<file path="src/hdl/cct_pkg.sv">
// shared types and constants for the csv tokenizer with column cut
package cct_pkg;

    localparam int unsigned MAX_COLUMNS_DEF = 64;
    localparam int unsigned SEL_W           = 64;
    localparam int unsigned SEL_IDX_W       = $clog2(SEL_W);
    localparam int unsigned CFG_DATA_W      = 64;
    localparam int unsigned CFG_ADDR_W      = 5;
    localparam int unsigned OUT_TDATA_W     = 16;

    localparam logic [7:0] CH_LF = 8'h0A;
    localparam logic [7:0] CH_CR = 8'h0D;

    localparam logic [7:0]       QUOTE_RST = 8'd34;
    localparam logic [7:0]       SEP_RST   = 8'd44;
    localparam logic [SEL_W-1:0] SEL_RST   = 64'd1;
    localparam logic             CUT_RST   = 1'b1;

    typedef enum logic [1:0] {
        REG_QUOTE = 2'd0,
        REG_SEP   = 2'd1,
        REG_SEL   = 2'd2,
        REG_CUT   = 2'd3
    } t_reg_idx;

    typedef struct packed {
        logic       run_last;
        logic       keep_byte;
        logic       field_end;
        logic       field_start;
        logic       record_end;
        logic       escape_quote;
        logic       in_quoted;
        logic [7:0] out_byte;
    } t_result;

endpackage

</file>
<file path="src/hdl/csv_tokenizer_column_cut_core.sv">
// csv tokenizer top level: quote tracking, field and record marks, column cut
//
// Takes one byte per clock while s_axis tready is high and gives one result
// beat per byte, one position behind the input: a byte is described when the
// next byte arrives, which serves as lookahead for doubled quotes. A beat with
// tlast set closes the text; the block then holds s_axis tready low while it
// describes that final byte (tlast set on its result) and returns all parsing
// state to its reset values, so the next byte begins a new text. Results pass
// through an output register with a skid stage, so one more result is taken
// while a result waits. Result tdata bits: [7:0] byte,
// [8] in quotes, [9] escape quote, [10] record end, [11] field start,
// [12] field end, [13] keep, [15:14] zero. Configuration registers sit on
// the apb port at 8-byte steps: quote, separator, column bitmap, cut mode;
// write them only while the block is idle.
module csv_tokenizer_column_cut_core
    import cct_pkg::*;
#(
    parameter int unsigned MAX_COLUMNS = MAX_COLUMNS_DEF
) (
    input  logic                   i_clk,
    input  logic                   i_rst_n,
    // s_axis
    input  logic                   i_s_axis_tvalid,
    output logic                   o_s_axis_tready,
    input  logic [7:0]             i_s_axis_tdata,   // data_byte
    input  logic                   i_s_axis_tlast,   // end_of_text
    // m_axis
    output logic                   o_m_axis_tvalid,
    input  logic                   i_m_axis_tready,
    output logic [OUT_TDATA_W-1:0] o_m_axis_tdata,   // out_byte, in_quoted, escape_quote,
                                                     // record_end, field_start, field_end,
                                                     // keep_byte, zero pad
    output logic                   o_m_axis_tlast,   // run_last
    // apb
    input  logic                   psel,
    input  logic                   penable,
    input  logic                   pwrite,
    input  logic [CFG_ADDR_W-1:0]  paddr,
    input  logic [CFG_DATA_W-1:0]  pwdata,
    output logic [CFG_DATA_W-1:0]  prdata,
    output logic                   pready
);

    localparam int unsigned CW = $clog2(MAX_COLUMNS + 1);
    localparam logic [SEL_W-1:0] SEL_MASK = (MAX_COLUMNS >= SEL_W) ? {SEL_W{1'b1}}
                                          : ((SEL_W'(1) << MAX_COLUMNS) - SEL_W'(1));

    // configuration
    logic [7:0]       r_quote;
    logic [7:0]       r_sep;
    logic [SEL_W-1:0] r_sel;
    logic             r_cut;
    t_reg_idx         w_ridx;
    logic             w_cfg_wr;

    // parse state
    logic [7:0]       r_held_byte;
    logic             r_held_valid;
    logic             r_final_pend;
    logic             r_parity;
    logic             r_inside;
    logic             r_last_esc;
    logic             r_last_cr;
    logic             r_last_final;
    logic [CW-1:0]    r_col;
    logic             r_closed;

    logic             n_inside;
    logic             n_last_final;
    logic [CW-1:0]    n_col;
    logic             n_closed;

    logic             w_sk_ready;
    logic             w_acc;
    logic             w_emit;
    t_result          w_res;
    t_result          w_out;

    logic             w_q, w_odd, w_even, w_esc, w_open, w_close, w_inq, w_unq;
    logic             w_lf, w_cr, w_sep, w_rec, w_follow, w_fin;
    logic             w_next_q, w_fc, w_col_in, w_col_sel, w_is_top, w_any, w_keep;
    logic [SEL_W-1:0] w_chosen;
    logic [6:0]       w_col7;

    assign pready   = 1'b1;
    assign w_ridx   = t_reg_idx'(paddr[4:3]);
    assign w_cfg_wr = psel && penable && pwrite;

    always_ff @(posedge i_clk) begin
        if (!i_rst_n) begin
            r_quote <= QUOTE_RST;
            r_sep   <= SEP_RST;
            r_sel   <= SEL_RST;
            r_cut   <= CUT_RST;
        end else if (w_cfg_wr) begin
            case (w_ridx)
                REG_QUOTE: r_quote <= pwdata[7:0];
                REG_SEP:   r_sep   <= pwdata[7:0];
                REG_SEL:   r_sel   <= pwdata;
                REG_CUT:   r_cut   <= pwdata[0];
                default:   r_cut   <= r_cut;
            endcase
        end
    end

    always_comb begin
        case (w_ridx)
            REG_QUOTE: prdata = {{(CFG_DATA_W-8){1'b0}}, r_quote};
            REG_SEP:   prdata = {{(CFG_DATA_W-8){1'b0}}, r_sep};
            REG_SEL:   prdata = r_sel;
            REG_CUT:   prdata = {{(CFG_DATA_W-1){1'b0}}, r_cut};
            default:   prdata = '0;
        endcase
    end

    // handshake
    assign o_s_axis_tready = w_sk_ready && !r_final_pend;
    assign w_acc  = i_s_axis_tvalid && o_s_axis_tready;
    assign w_emit = (w_acc && r_held_valid) || (r_final_pend && w_sk_ready);

    // byte classification of the held byte
    assign w_next_q = !r_final_pend && (i_s_axis_tdata == r_quote);
    assign w_q      = (r_held_byte == r_quote);
    assign w_odd    = w_q && !r_parity;
    assign w_even   = w_q && r_parity;
    assign w_esc    = w_even && w_next_q;
    assign w_open   = w_odd && !r_last_esc;
    assign w_close  = w_even && !w_esc;
    assign w_inq    = r_inside || w_open;
    assign w_unq    = !w_inq;
    assign w_lf     = (r_held_byte == CH_LF);
    assign w_cr     = (r_held_byte == CH_CR);
    assign w_sep    = (r_held_byte == r_sep);
    assign w_rec    = w_lf && w_unq;
    assign w_follow = ((w_sep || w_cr) && w_unq) || (w_rec && !r_last_cr);
    assign w_fin    = (w_sep || w_lf) && w_unq;

    // column selection
    assign w_chosen  = r_sel & SEL_MASK;
    assign w_any     = |w_chosen;
    assign w_col7    = 7'(r_col);
    assign w_col_in  = (r_col < CW'(MAX_COLUMNS));
    assign w_col_sel = w_col_in && w_chosen[w_col7[SEL_IDX_W-1:0]];
    assign w_is_top  = ((w_chosen & ({SEL_W{1'b1}} << (w_col7 + 7'd1))) == '0);
    assign w_fc      = r_last_final ? 1'b0 : r_closed;

    always_comb begin
        w_keep = w_col_sel && !w_fc && !(w_follow && r_cut && w_is_top);
        if (w_rec && r_cut && w_any) begin
            w_keep = 1'b1;
        end
    end

    always_comb begin
        n_inside     = w_inq && !w_close;
        n_last_final = w_fin;
        n_col        = r_col;
        n_closed     = w_fc;
        if (w_rec) begin
            n_col    = '0;
            n_closed = 1'b0;
        end else if (w_fin) begin
            if (w_col_in) begin
                n_col = r_col + CW'(1);
            end
            n_closed = 1'b0;
        end else if (w_follow) begin
            n_closed = 1'b1;
        end
    end

    assign w_res.out_byte     = r_held_byte;
    assign w_res.in_quoted    = w_inq;
    assign w_res.escape_quote = w_esc;
    assign w_res.record_end   = w_rec;
    assign w_res.field_start  = r_last_final;
    assign w_res.field_end    = w_follow;
    assign w_res.keep_byte    = w_keep;
    assign w_res.run_last     = r_final_pend;

    always_ff @(posedge i_clk) begin
        if (!i_rst_n) begin
            r_held_valid <= 1'b0;
            r_final_pend <= 1'b0;
            r_parity     <= 1'b0;
            r_inside     <= 1'b0;
            r_last_esc   <= 1'b0;
            r_last_cr    <= 1'b0;
            r_last_final <= 1'b1;
            r_col        <= '0;
            r_closed     <= 1'b0;
        end else if (r_final_pend) begin
            if (w_sk_ready) begin
                r_held_valid <= 1'b0;
                r_final_pend <= 1'b0;
                r_parity     <= 1'b0;
                r_inside     <= 1'b0;
                r_last_esc   <= 1'b0;
                r_last_cr    <= 1'b0;
                r_last_final <= 1'b1;
                r_col        <= '0;
                r_closed     <= 1'b0;
            end
        end else if (w_acc) begin
            r_held_valid <= 1'b1;
            r_final_pend <= i_s_axis_tlast;
            if (r_held_valid) begin
                r_parity     <= r_parity ^ w_q;
                r_inside     <= n_inside;
                r_last_esc   <= w_esc;
                r_last_cr    <= w_cr;
                r_last_final <= n_last_final;
                r_col        <= n_col;
                r_closed     <= n_closed;
            end
        end
    end

    always_ff @(posedge i_clk) begin
        if (w_acc) begin
            r_held_byte <= i_s_axis_tdata;
        end
    end

    cct_skid u_skid (
        .i_clk       (i_clk),
        .i_rst_n     (i_rst_n),
        .i_in_valid  (w_emit),
        .o_in_ready  (w_sk_ready),
        .i_in_data   (w_res),
        .o_out_valid (o_m_axis_tvalid),
        .i_out_ready (i_m_axis_tready),
        .o_out_data  (w_out)
    );

    assign o_m_axis_tdata = {2'b00, w_out.keep_byte, w_out.field_end, w_out.field_start,
                             w_out.record_end, w_out.escape_quote, w_out.in_quoted,
                             w_out.out_byte};
    assign o_m_axis_tlast = w_out.run_last;

    a_final_has_byte: assert property (@(posedge i_clk) disable iff (!i_rst_n)
        r_final_pend |-> r_held_valid)
        else $error("final byte pending without a held byte");

    a_final_blocks_input: assert property (@(posedge i_clk) disable iff (!i_rst_n)
        r_final_pend |-> !o_s_axis_tready)
        else $error("input accepted while final byte pending");

    a_text_end_clears: assert property (@(posedge i_clk) disable iff (!i_rst_n)
        (r_final_pend && w_sk_ready) |=>
            (!r_held_valid && r_last_final && !r_inside && !r_parity && r_col == '0))
        else $error("parse state not cleared after end of text");

    a_col_bound: assert property (@(posedge i_clk) disable iff (!i_rst_n)
        r_col <= CW'(MAX_COLUMNS))
        else $error("column index beyond limit");

    a_emit_only_with_byte: assert property (@(posedge i_clk) disable iff (!i_rst_n)
        w_emit |-> r_held_valid)
        else $error("result produced without a held byte");

endmodule

</file>
<file path="src/hdl/cct_skid.sv">
// output register with skid stage for the result beats
module cct_skid
    import cct_pkg::*;
(
    input  logic    i_clk,
    input  logic    i_rst_n,
    input  logic    i_in_valid,
    output logic    o_in_ready,
    input  t_result i_in_data,
    output logic    o_out_valid,
    input  logic    i_out_ready,
    output t_result o_out_data
);

    logic    r_valid;
    logic    r_skid_valid;
    t_result r_data;
    t_result r_skid;
    logic    w_take;

    assign o_in_ready  = !r_skid_valid;
    assign o_out_valid = r_valid;
    assign o_out_data  = r_data;
    assign w_take      = i_in_valid && !r_skid_valid;

    always_ff @(posedge i_clk) begin
        if (!i_rst_n) begin
            r_valid      <= 1'b0;
            r_skid_valid <= 1'b0;
        end else if (i_out_ready || !r_valid) begin
            if (r_skid_valid) begin
                r_valid      <= 1'b1;
                r_skid_valid <= 1'b0;
            end else begin
                r_valid <= w_take;
            end
        end else if (w_take) begin
            r_skid_valid <= 1'b1;
        end
    end

    always_ff @(posedge i_clk) begin
        if (i_out_ready || !r_valid) begin
            if (r_skid_valid) begin
                r_data <= r_skid;
            end else if (w_take) begin
                r_data <= i_in_data;
            end
        end else if (w_take) begin
            r_skid <= i_in_data;
        end
    end

endmodule

</file>
<file path="config.mk">
export PLATFORM = sky130hd
export DESIGN_NAME = csv_tokenizer_column_cut_core
export DESIGN_NICKNAME = d
export VERILOG_FILES = /design/src/hdl/cct_pkg.sv /design/src/hdl/csv_tokenizer_column_cut_core.sv /design/src/hdl/cct_skid.sv
export SDC_FILE = /design/constraint.sdc
export NUM_CORES = 1
export LEC_CHECK = 0
export BUFFER_PORTS_ARGS = -buffer_cell sky130_fd_sc_hd__clkbuf_2
export CAP_MARGIN = 25
export CORE_MARGIN = 10
export CORE_UTILIZATION = 45
export DETAILED_ROUTE_END_ITERATION = 8
export PLACE_DENSITY = 0.71
export SLEW_MARGIN = 5
export SYNTH_ARGS = -nofsm -noshare
export SYNTH_HDL_FRONTEND = slang
export SYNTH_HIERARCHICAL = 1
export SYNTH_SLANG_ARGS = --single-unit
</file>
<file path="constraint.sdc">
create_clock -name i_clk -period 3.3 [get_ports i_clk]
set_input_delay 0.66 -clock i_clk [delete_from_list [all_inputs] [get_ports i_clk]]
set_output_delay 0.66 -clock i_clk [all_outputs]
set_load 0.02 [all_outputs]
</file>
Word-level counts from Yosys, hierarchy flattened
Index checks and enable logic that the tools add are counted.
{"block": "totals", "ff_bits": 136, "input_bits": 85, "output_inout_bits": 84, "wordCells": 152}
{"block": "classes", "add_sub_neg": 1, "n_lt_le_gt_ge": 2, "eq_ne": 9, "shift": 1, "muxes": 43, "bitwise": 4, "reduce_logical": 60}
{"op": "one-hot mux 64 bit (4 select lines)", "n": 1}
{"op": "AND 64 bit", "n": 1}
{"op": "zero test 64 bit", "n": 1}
{"op": "OR reduction 64 bit", "n": 1}
{"op": "<< shifter 64 x 7 -> 64 bit, first input constant", "n": 1}
{"op": "2-to-1 mux 7 bit", "n": 7}
{"op": "2-to-1 mux 1 bit", "n": 32}
{"op": "2-to-1 mux 15 bit", "n": 2}
{"op": "logical AND 1 bit", "n": 25}
{"op": "equality test 8 bit", "n": 3}
{"op": "equality test 8 x 4 -> 1 bit, second input constant", "n": 2}
{"op": "AND reduction 2 bit", "n": 7}
{"op": "zero test 1 bit", "n": 11}
{"op": "adder 7 x 1 -> 7 bit, second input constant", "n": 1}
{"op": "< comparator 6 x 7 -> 1 bit, second input constant", "n": 1}
{"op": "< comparator 7 bit, second input constant", "n": 1}
{"op": "binary-select mux 1 bit (select 6 bit)", "n": 1}
{"op": "logical OR 1 bit", "n": 6}
{"op": "nonzero test 2 bit", "n": 3}
{"op": "nonzero test 3 bit", "n": 2}
{"op": "AND reduction 5 bit", "n": 1}
{"op": "equality test 2 bit, second input constant", "n": 2}
{"op": "AND reduction 3 bit", "n": 1}
{"op": "equality test 2 x 1 -> 1 bit, second input constant", "n": 1}
{"op": "5 further kinds", "n": 6}

Depth between registers and ports, before layout
{"block": "logic_depth", "depth_word": 15, "depth_mapped": 14, "mapped_depth_nobuf": 12}

Modules after synthesis
Netlist, hierarchy kept.
{"module": "csv_tokenizer_column_cut_core", "n_inst": 1, "cells_per_inst": 812, "area_per_inst_um2": 6547.5, "seq_area_each_um2": 2162.1}
{"module": "cct_skid", "n_inst": 1, "cells_per_inst": 56, "area_per_inst_um2": 1213.7, "seq_area_each_um2": 940.9}

Worst setup path before layout
OpenSTA, ideal clock, no wires.
{"block": "synth_timing", "kind": "register to register", "startpoint": "register u_skid.r_skid_valid", "endpoint": "register u_skid/r_skid[0] (netlist bit) (enable)", "setup_time_ps": 409, "arrival_ps": 3006, "path_slack_ps": -116, "path_stages_with_launch": 11, "n_path_buf": 3, "period_less_slack_ps": 3416, "path_cell_list": "dfxtp_1 buf_6 buf_12 inv_1 nand2_1 nor2_1 nand2_1 and2_1 clkbuf_1 inv_1 nor3b_1"}
{"block": "synth_via", "elab_chain_cells": 7, "word_cells_on_any_way": 8}
{"item": "start: declaration", "line": "cct_skid.sv:16", "text": "logic r_skid_valid;"}
{"item": "start signal: assignment", "line": "cct_skid.sv:29", "text": "r_skid_valid <= 1'b0;"}
{"item": "start signal: assignment", "line": "cct_skid.sv:33", "text": "r_skid_valid <= 1'b0;"}
{"item": "start signal: assignment", "line": "cct_skid.sv:38", "text": "r_skid_valid <= 1'b1;"}
{"item": "zero test 1 bit", "line": "cct_skid.sv:21", "text": "assign o_in_ready = !r_skid_valid;"}
{"item": "via w_sk_ready", "line": "csv_tokenizer_column_cut_core.sv:73", "text": "logic w_sk_ready;"}
{"item": "logical AND 1 bit", "line": "csv_tokenizer_column_cut_core.sv:117", "text": "assign o_s_axis_tready = w_sk_ready && !r_final_pend;"}
{"item": "logical AND 1 bit", "line": "csv_tokenizer_column_cut_core.sv:118", "text": "assign w_acc = i_s_axis_tvalid && o_s_axis_tready;"}
{"item": "via w_acc", "line": "csv_tokenizer_column_cut_core.sv:74", "text": "logic w_acc;"}
{"item": "logical AND 1 bit", "line": "csv_tokenizer_column_cut_core.sv:119", "text": "assign w_emit = (w_acc && r_held_valid) || (r_final_pend && w_sk_ready);"}
{"item": "logical OR 1 bit", "line": "csv_tokenizer_column_cut_core.sv:119"}
{"item": "via w_emit", "line": "csv_tokenizer_column_cut_core.sv:75", "text": "logic w_emit;"}
{"item": "logical AND 1 bit", "line": "cct_skid.sv:24", "text": "assign w_take = i_in_valid && !r_skid_valid;"}
{"item": "AND reduction 2 bit (no line)"}
{"item": "end signal: assignment", "line": "cct_skid.sv:50", "text": "r_skid <= i_in_data;"}
{"item": "end: declaration", "line": "cct_skid.sv:18", "text": "t_result r_skid;"}
The timed path passes the listed nets, and every way through them passes these cells.
A chain may end at the register's enable or synchronous reset.

Worst setup path after layout
{"block": "layout_timing", "startpoint": "register r_col[0]", "endpoint": "register u_skid.r_data, in the netlist u_skid/o_out_data[13] (data pin)"}
{"block": "layout_via", "elab_chain_cells": 10, "word_cells_on_any_way": 15}
{"item": "start: declaration", "line": "csv_tokenizer_column_cut_core.sv:65", "text": "logic [CW-1:0] r_col;"}
{"item": "start signal: assignment", "line": "csv_tokenizer_column_cut_core.sv:213", "text": "r_col <= n_col;"}
{"item": "adder 7 x 1 -> 7 bit", "line": "csv_tokenizer_column_cut_core.sv:144", "text": "assign w_is_top = ((w_chosen & ({SEL_W{1'b1}} << (w_col7 + 7'd1))) == '0);"}
{"item": "<< shifter 64 x 7 -> 64 bit", "line": "csv_tokenizer_column_cut_core.sv:144"}
{"item": "AND 64 bit", "line": "csv_tokenizer_column_cut_core.sv:144"}
{"item": "zero test 64 bit", "line": "csv_tokenizer_column_cut_core.sv:144"}
{"item": "logical AND 1 bit", "line": "csv_tokenizer_column_cut_core.sv:148", "text": "w_keep = w_col_sel && !w_fc && !(w_follow && r_cut && w_is_top);"}
{"item": "zero test 1 bit", "line": "csv_tokenizer_column_cut_core.sv:148"}
{"item": "logical AND 1 bit *", "line": "csv_tokenizer_column_cut_core.sv:148"}
{"item": "2-to-1 mux 1 bit *", "line": "csv_tokenizer_column_cut_core.sv:149", "text": "if (w_rec && r_cut && w_any) begin"}
{"item": "via w_keep", "line": "csv_tokenizer_column_cut_core.sv:81", "text": "logic w_next_q, w_fc, w_col_in, w_col_sel, w_is_top, w_any, w_keep;"}
{"item": "2-to-1 mux 15 bit *", "line": "cct_skid.sv:46", "text": "end else if (w_take) begin"}
{"item": "2-to-1 mux 15 bit *", "line": "cct_skid.sv:44", "text": "if (r_skid_valid) begin"}
{"item": "end signal: assignment", "line": "cct_skid.sv:45", "text": "r_data <= r_skid;"}
{"item": "end signal: assignment", "line": "cct_skid.sv:47", "text": "r_data <= i_in_data;"}
{"item": "end: declaration", "line": "cct_skid.sv:17", "text": "t_result r_data;"}
Mark *: on every way through the listed nets, which the timed path passes. The rest lies on a longest branch. The select of a mux whose other input is x is not followed.

==> impl_metrics.tcl <==
set metrics [dict create \
    crit_fanout 4 \
    r2r_cells 13 \
    drv_cap 0 \
    slew_headroom_pct 34.04 \
    cts_buffers 17 \
    wl_um 24330 \
    die_area_um2 22900 \
    grt_max_degree 65 \
    wl_per_cell_um 19.19 \
    ys_seq_elements 136 \
    cp_num_cells 13 \
    worst_setup_path_start_kind "flop" \
    grt_pass1_vias 6670 \
    p_leak_nw 3.754 \
    fin_cells 1268 \
    root_buffer "clkbuf_16" \
    dr.pass1.iters 5 \
    via_per_inst 5.481 \
    drt-initial-drc-count 637 \
    avgSynthCellArea_um2 8.941 \
    critPathRequiredTime_ps 3490 \
    synth.most_common_cell "nand2_1" \
    tns_ps 0 \
    ir_drop_uv 361.3 \
    clock_skew_ps 16.86 \
    dp_worst_setup_slack_ps 82.85 \
    path_cells "ha_1 -> inv_1 -> ha_1 -> buf_4 -> inv_1 -> nor2_1 -> buf_4 -> a221oi_1 -> nand4_1 -> a211oi_1 -> nor4b_1 -> a211o_1 -> mux2_2" \
    yosys-top-cells-area "dfxtp_1 25%, edfxtp_1 15%, nand2_1 9.8%" \
    die_w_um 151.3 \
    drive_gt1_share_pct 27.19 \
    seq_area_frac_synth_pct 39.98 \
    status "complete, no violations" \
    endpoint_kind "flop" \
    powerDensity_nw_per_um2 437.8 \
    yosysTopAreaCell "dfxtp_1" \
    place_congestion 1.024 \
    drv_slew 0 \
    crit_arrival_ps 3370 \
    area_delta_synth_final_pct 23.17 \
    antenna_found_initial 0 \
    clock-sinks 136 \
    max_freq_ghz 0.3138 \
    grt_pass1_wl_um 37650 \
    synth_edf_count 38 \
    yosysWarnings 6 \
    crit_family "compound AO/OA/AOI/OAI gates" \
    hold_depth 1 \
    grt_usage_pct 21.08 \
    ioPinCount 169 \
    min_period_ps 3187 \
    synth_commonest_cells "203 x nand2_1, 98 x dfxtp_1, 80 x a21boi_0" \
    diodes 0 \
    synth.cell_area_um2 7761 \
    rows 47 \
    vias 6950 \
    synthArstFlopShare_pct 0 \
    cts_tree "done" \
    grt_overflow_total 0 \
    finalPower_mw 4.185 \
    yosysTopAreaCellShare_pct 25.28 \
    slowest_stage "dfxtp_1" \
    cp.buffers_inverters 4 \
    dp_hpwl_um 18080 \
    numPortBuffers 162 \
    syn_inst 868 \
    n_fill_cell 1506 \
    rsz0062_at_grt "no" \
    fin_util_pct 57.04 \
    fin_ws_ps 112.9 \
    cts.reportedPaths.clkPinSlew_ps 70 \
    drc 0 \
    finalNetCount 1129 \
    dp_cells 1235 \
    die_h_um 151.3 \
    min_period_over_period_pct 96.58 \
    synth_cell_types 71 \
    cts_buffer_depth 2 \
    ant_nets 0 \
    core_area_um2 16760 \
    critPathKind "flop to flop" \
    hold_viol 0 \
    setup_viol 0 \
    start_util_pct 46.31 \
    hp-class "input pin to flop" \
    crit_path_max_incr_delay_ps 390 \
    worst_pin_slew_ps 981.8 \
    cts_htree_levels 4 \
    clk_latency_ps 440 \
    synth_flop_cell "dfxtp_1" \
]
==> layer usage <==
layer / wire length, um / track usage [%]
met1: 10920 / 28.54
met2: 11070 / 31.93
met3: 1803 / 4.952
met4: 536 / 7.940
met5: 0 / 0
==> what timing repair did <==
action	in CTS	in global routing
hold buffers	0	0
resized for setup	0	10
setup buffers	0	1
setup endpoints to repair	0	1
==> path summary, 6_finish.rpt <==
path	startpoint	end	slack, ps
hold / removal	i_s_axis_tdata[4]	r_held_byte[4]	420
setup / recovery	r_col[0]	u_skid/o_out_data[13]	110
setup reg to reg	r_col[0]	u_skid/o_out_data[13]	110
hold reg to reg	r_inside	r_inside	470
==> per-stage QoR <==
step	hold WS, ps	cell area, um2
after floorplan	441.0	7770
after global placement	453.1	8875
after detailed placement	465.3	8875
after CTS	416.9	9502
after global routing	415.2	9559
final	422.7	9559
==> cell type report <==
cell class	instances	area, um2	share of cell area, %
Clock buffer	17	425.4	4.450
Tap cell	220	275.3	2.880
Sequential cell	136	3104	32.47
Multi-Input combinational cell	660	4333	45.33
Inverter	18	67.56	0.7068
Timing Repair Buffer	202	1152	12.06
Clock inverter	15	201.4	2.107
==> logic make-up (layout without fill, tap and decap cells) <==
| kind of cell | after synthesis | in the layout | synth area share [%] |
|---|---|---|---|
| buf+inv | 73 | 252 | 4.965 |
| compound gates | 179 | 179 | 16.62 |
| xor+xnor | 30 | 30 | 3.966 |
| mux | 46 | 46 | 8.802 |
| fa+ha+maj | 9 | 9 | 1.451 |
| flops | 136 | 136 | 39.98 |
| other cells | 2 | 3 | 0.09676 |
| simple gates | 393 | 393 | 24.12 |
==> flip-flops by register name, summed over array words and instances (netlist names), 7 cells and up <==
signal,flops
r_held_byte,8
r_quote,8
r_col,7
u_skid/o_out_data,15
r_sel,64
r_sep,8
u_skid/r_skid,15
==> where the power goes <==
part | switching (mW) | internal (mW) | leakage (nW)
clock | 0.879 | 1.17 | 0.309
combinational | 0.192 | 0.152 | 2.31
sequential | 0.0410 | 1.76 | 1.14
==> placed cells by master (no fill, tap or decap), drive strengths merged, types with 4 or more instances in the layout <==
master,synthesis,routed
mux4,13,13
edfxtp,38,38
a31oi,8,8
mux2i,18,18
nor3,13,13
a21oi,19,19
nand4,12,12
dfxtp,98,98
o21ai,23,23
nand2b,5,5
nor2,31,31
nand3,18,18
a221oi,4,4
nor4,15,15
clkbuf,34,179
inv,18,29
mux2,15,15
and2,64,64
a21boi,81,81
or4,4,4
a22oi,9,9
xor2,12,12
xnor2,18,18
ha,9,9
nor2b,12,12
a21o,4,4
buf,21,40
o21a,5,5
nand2,203,203
Power figures use the tool's default switching activity.
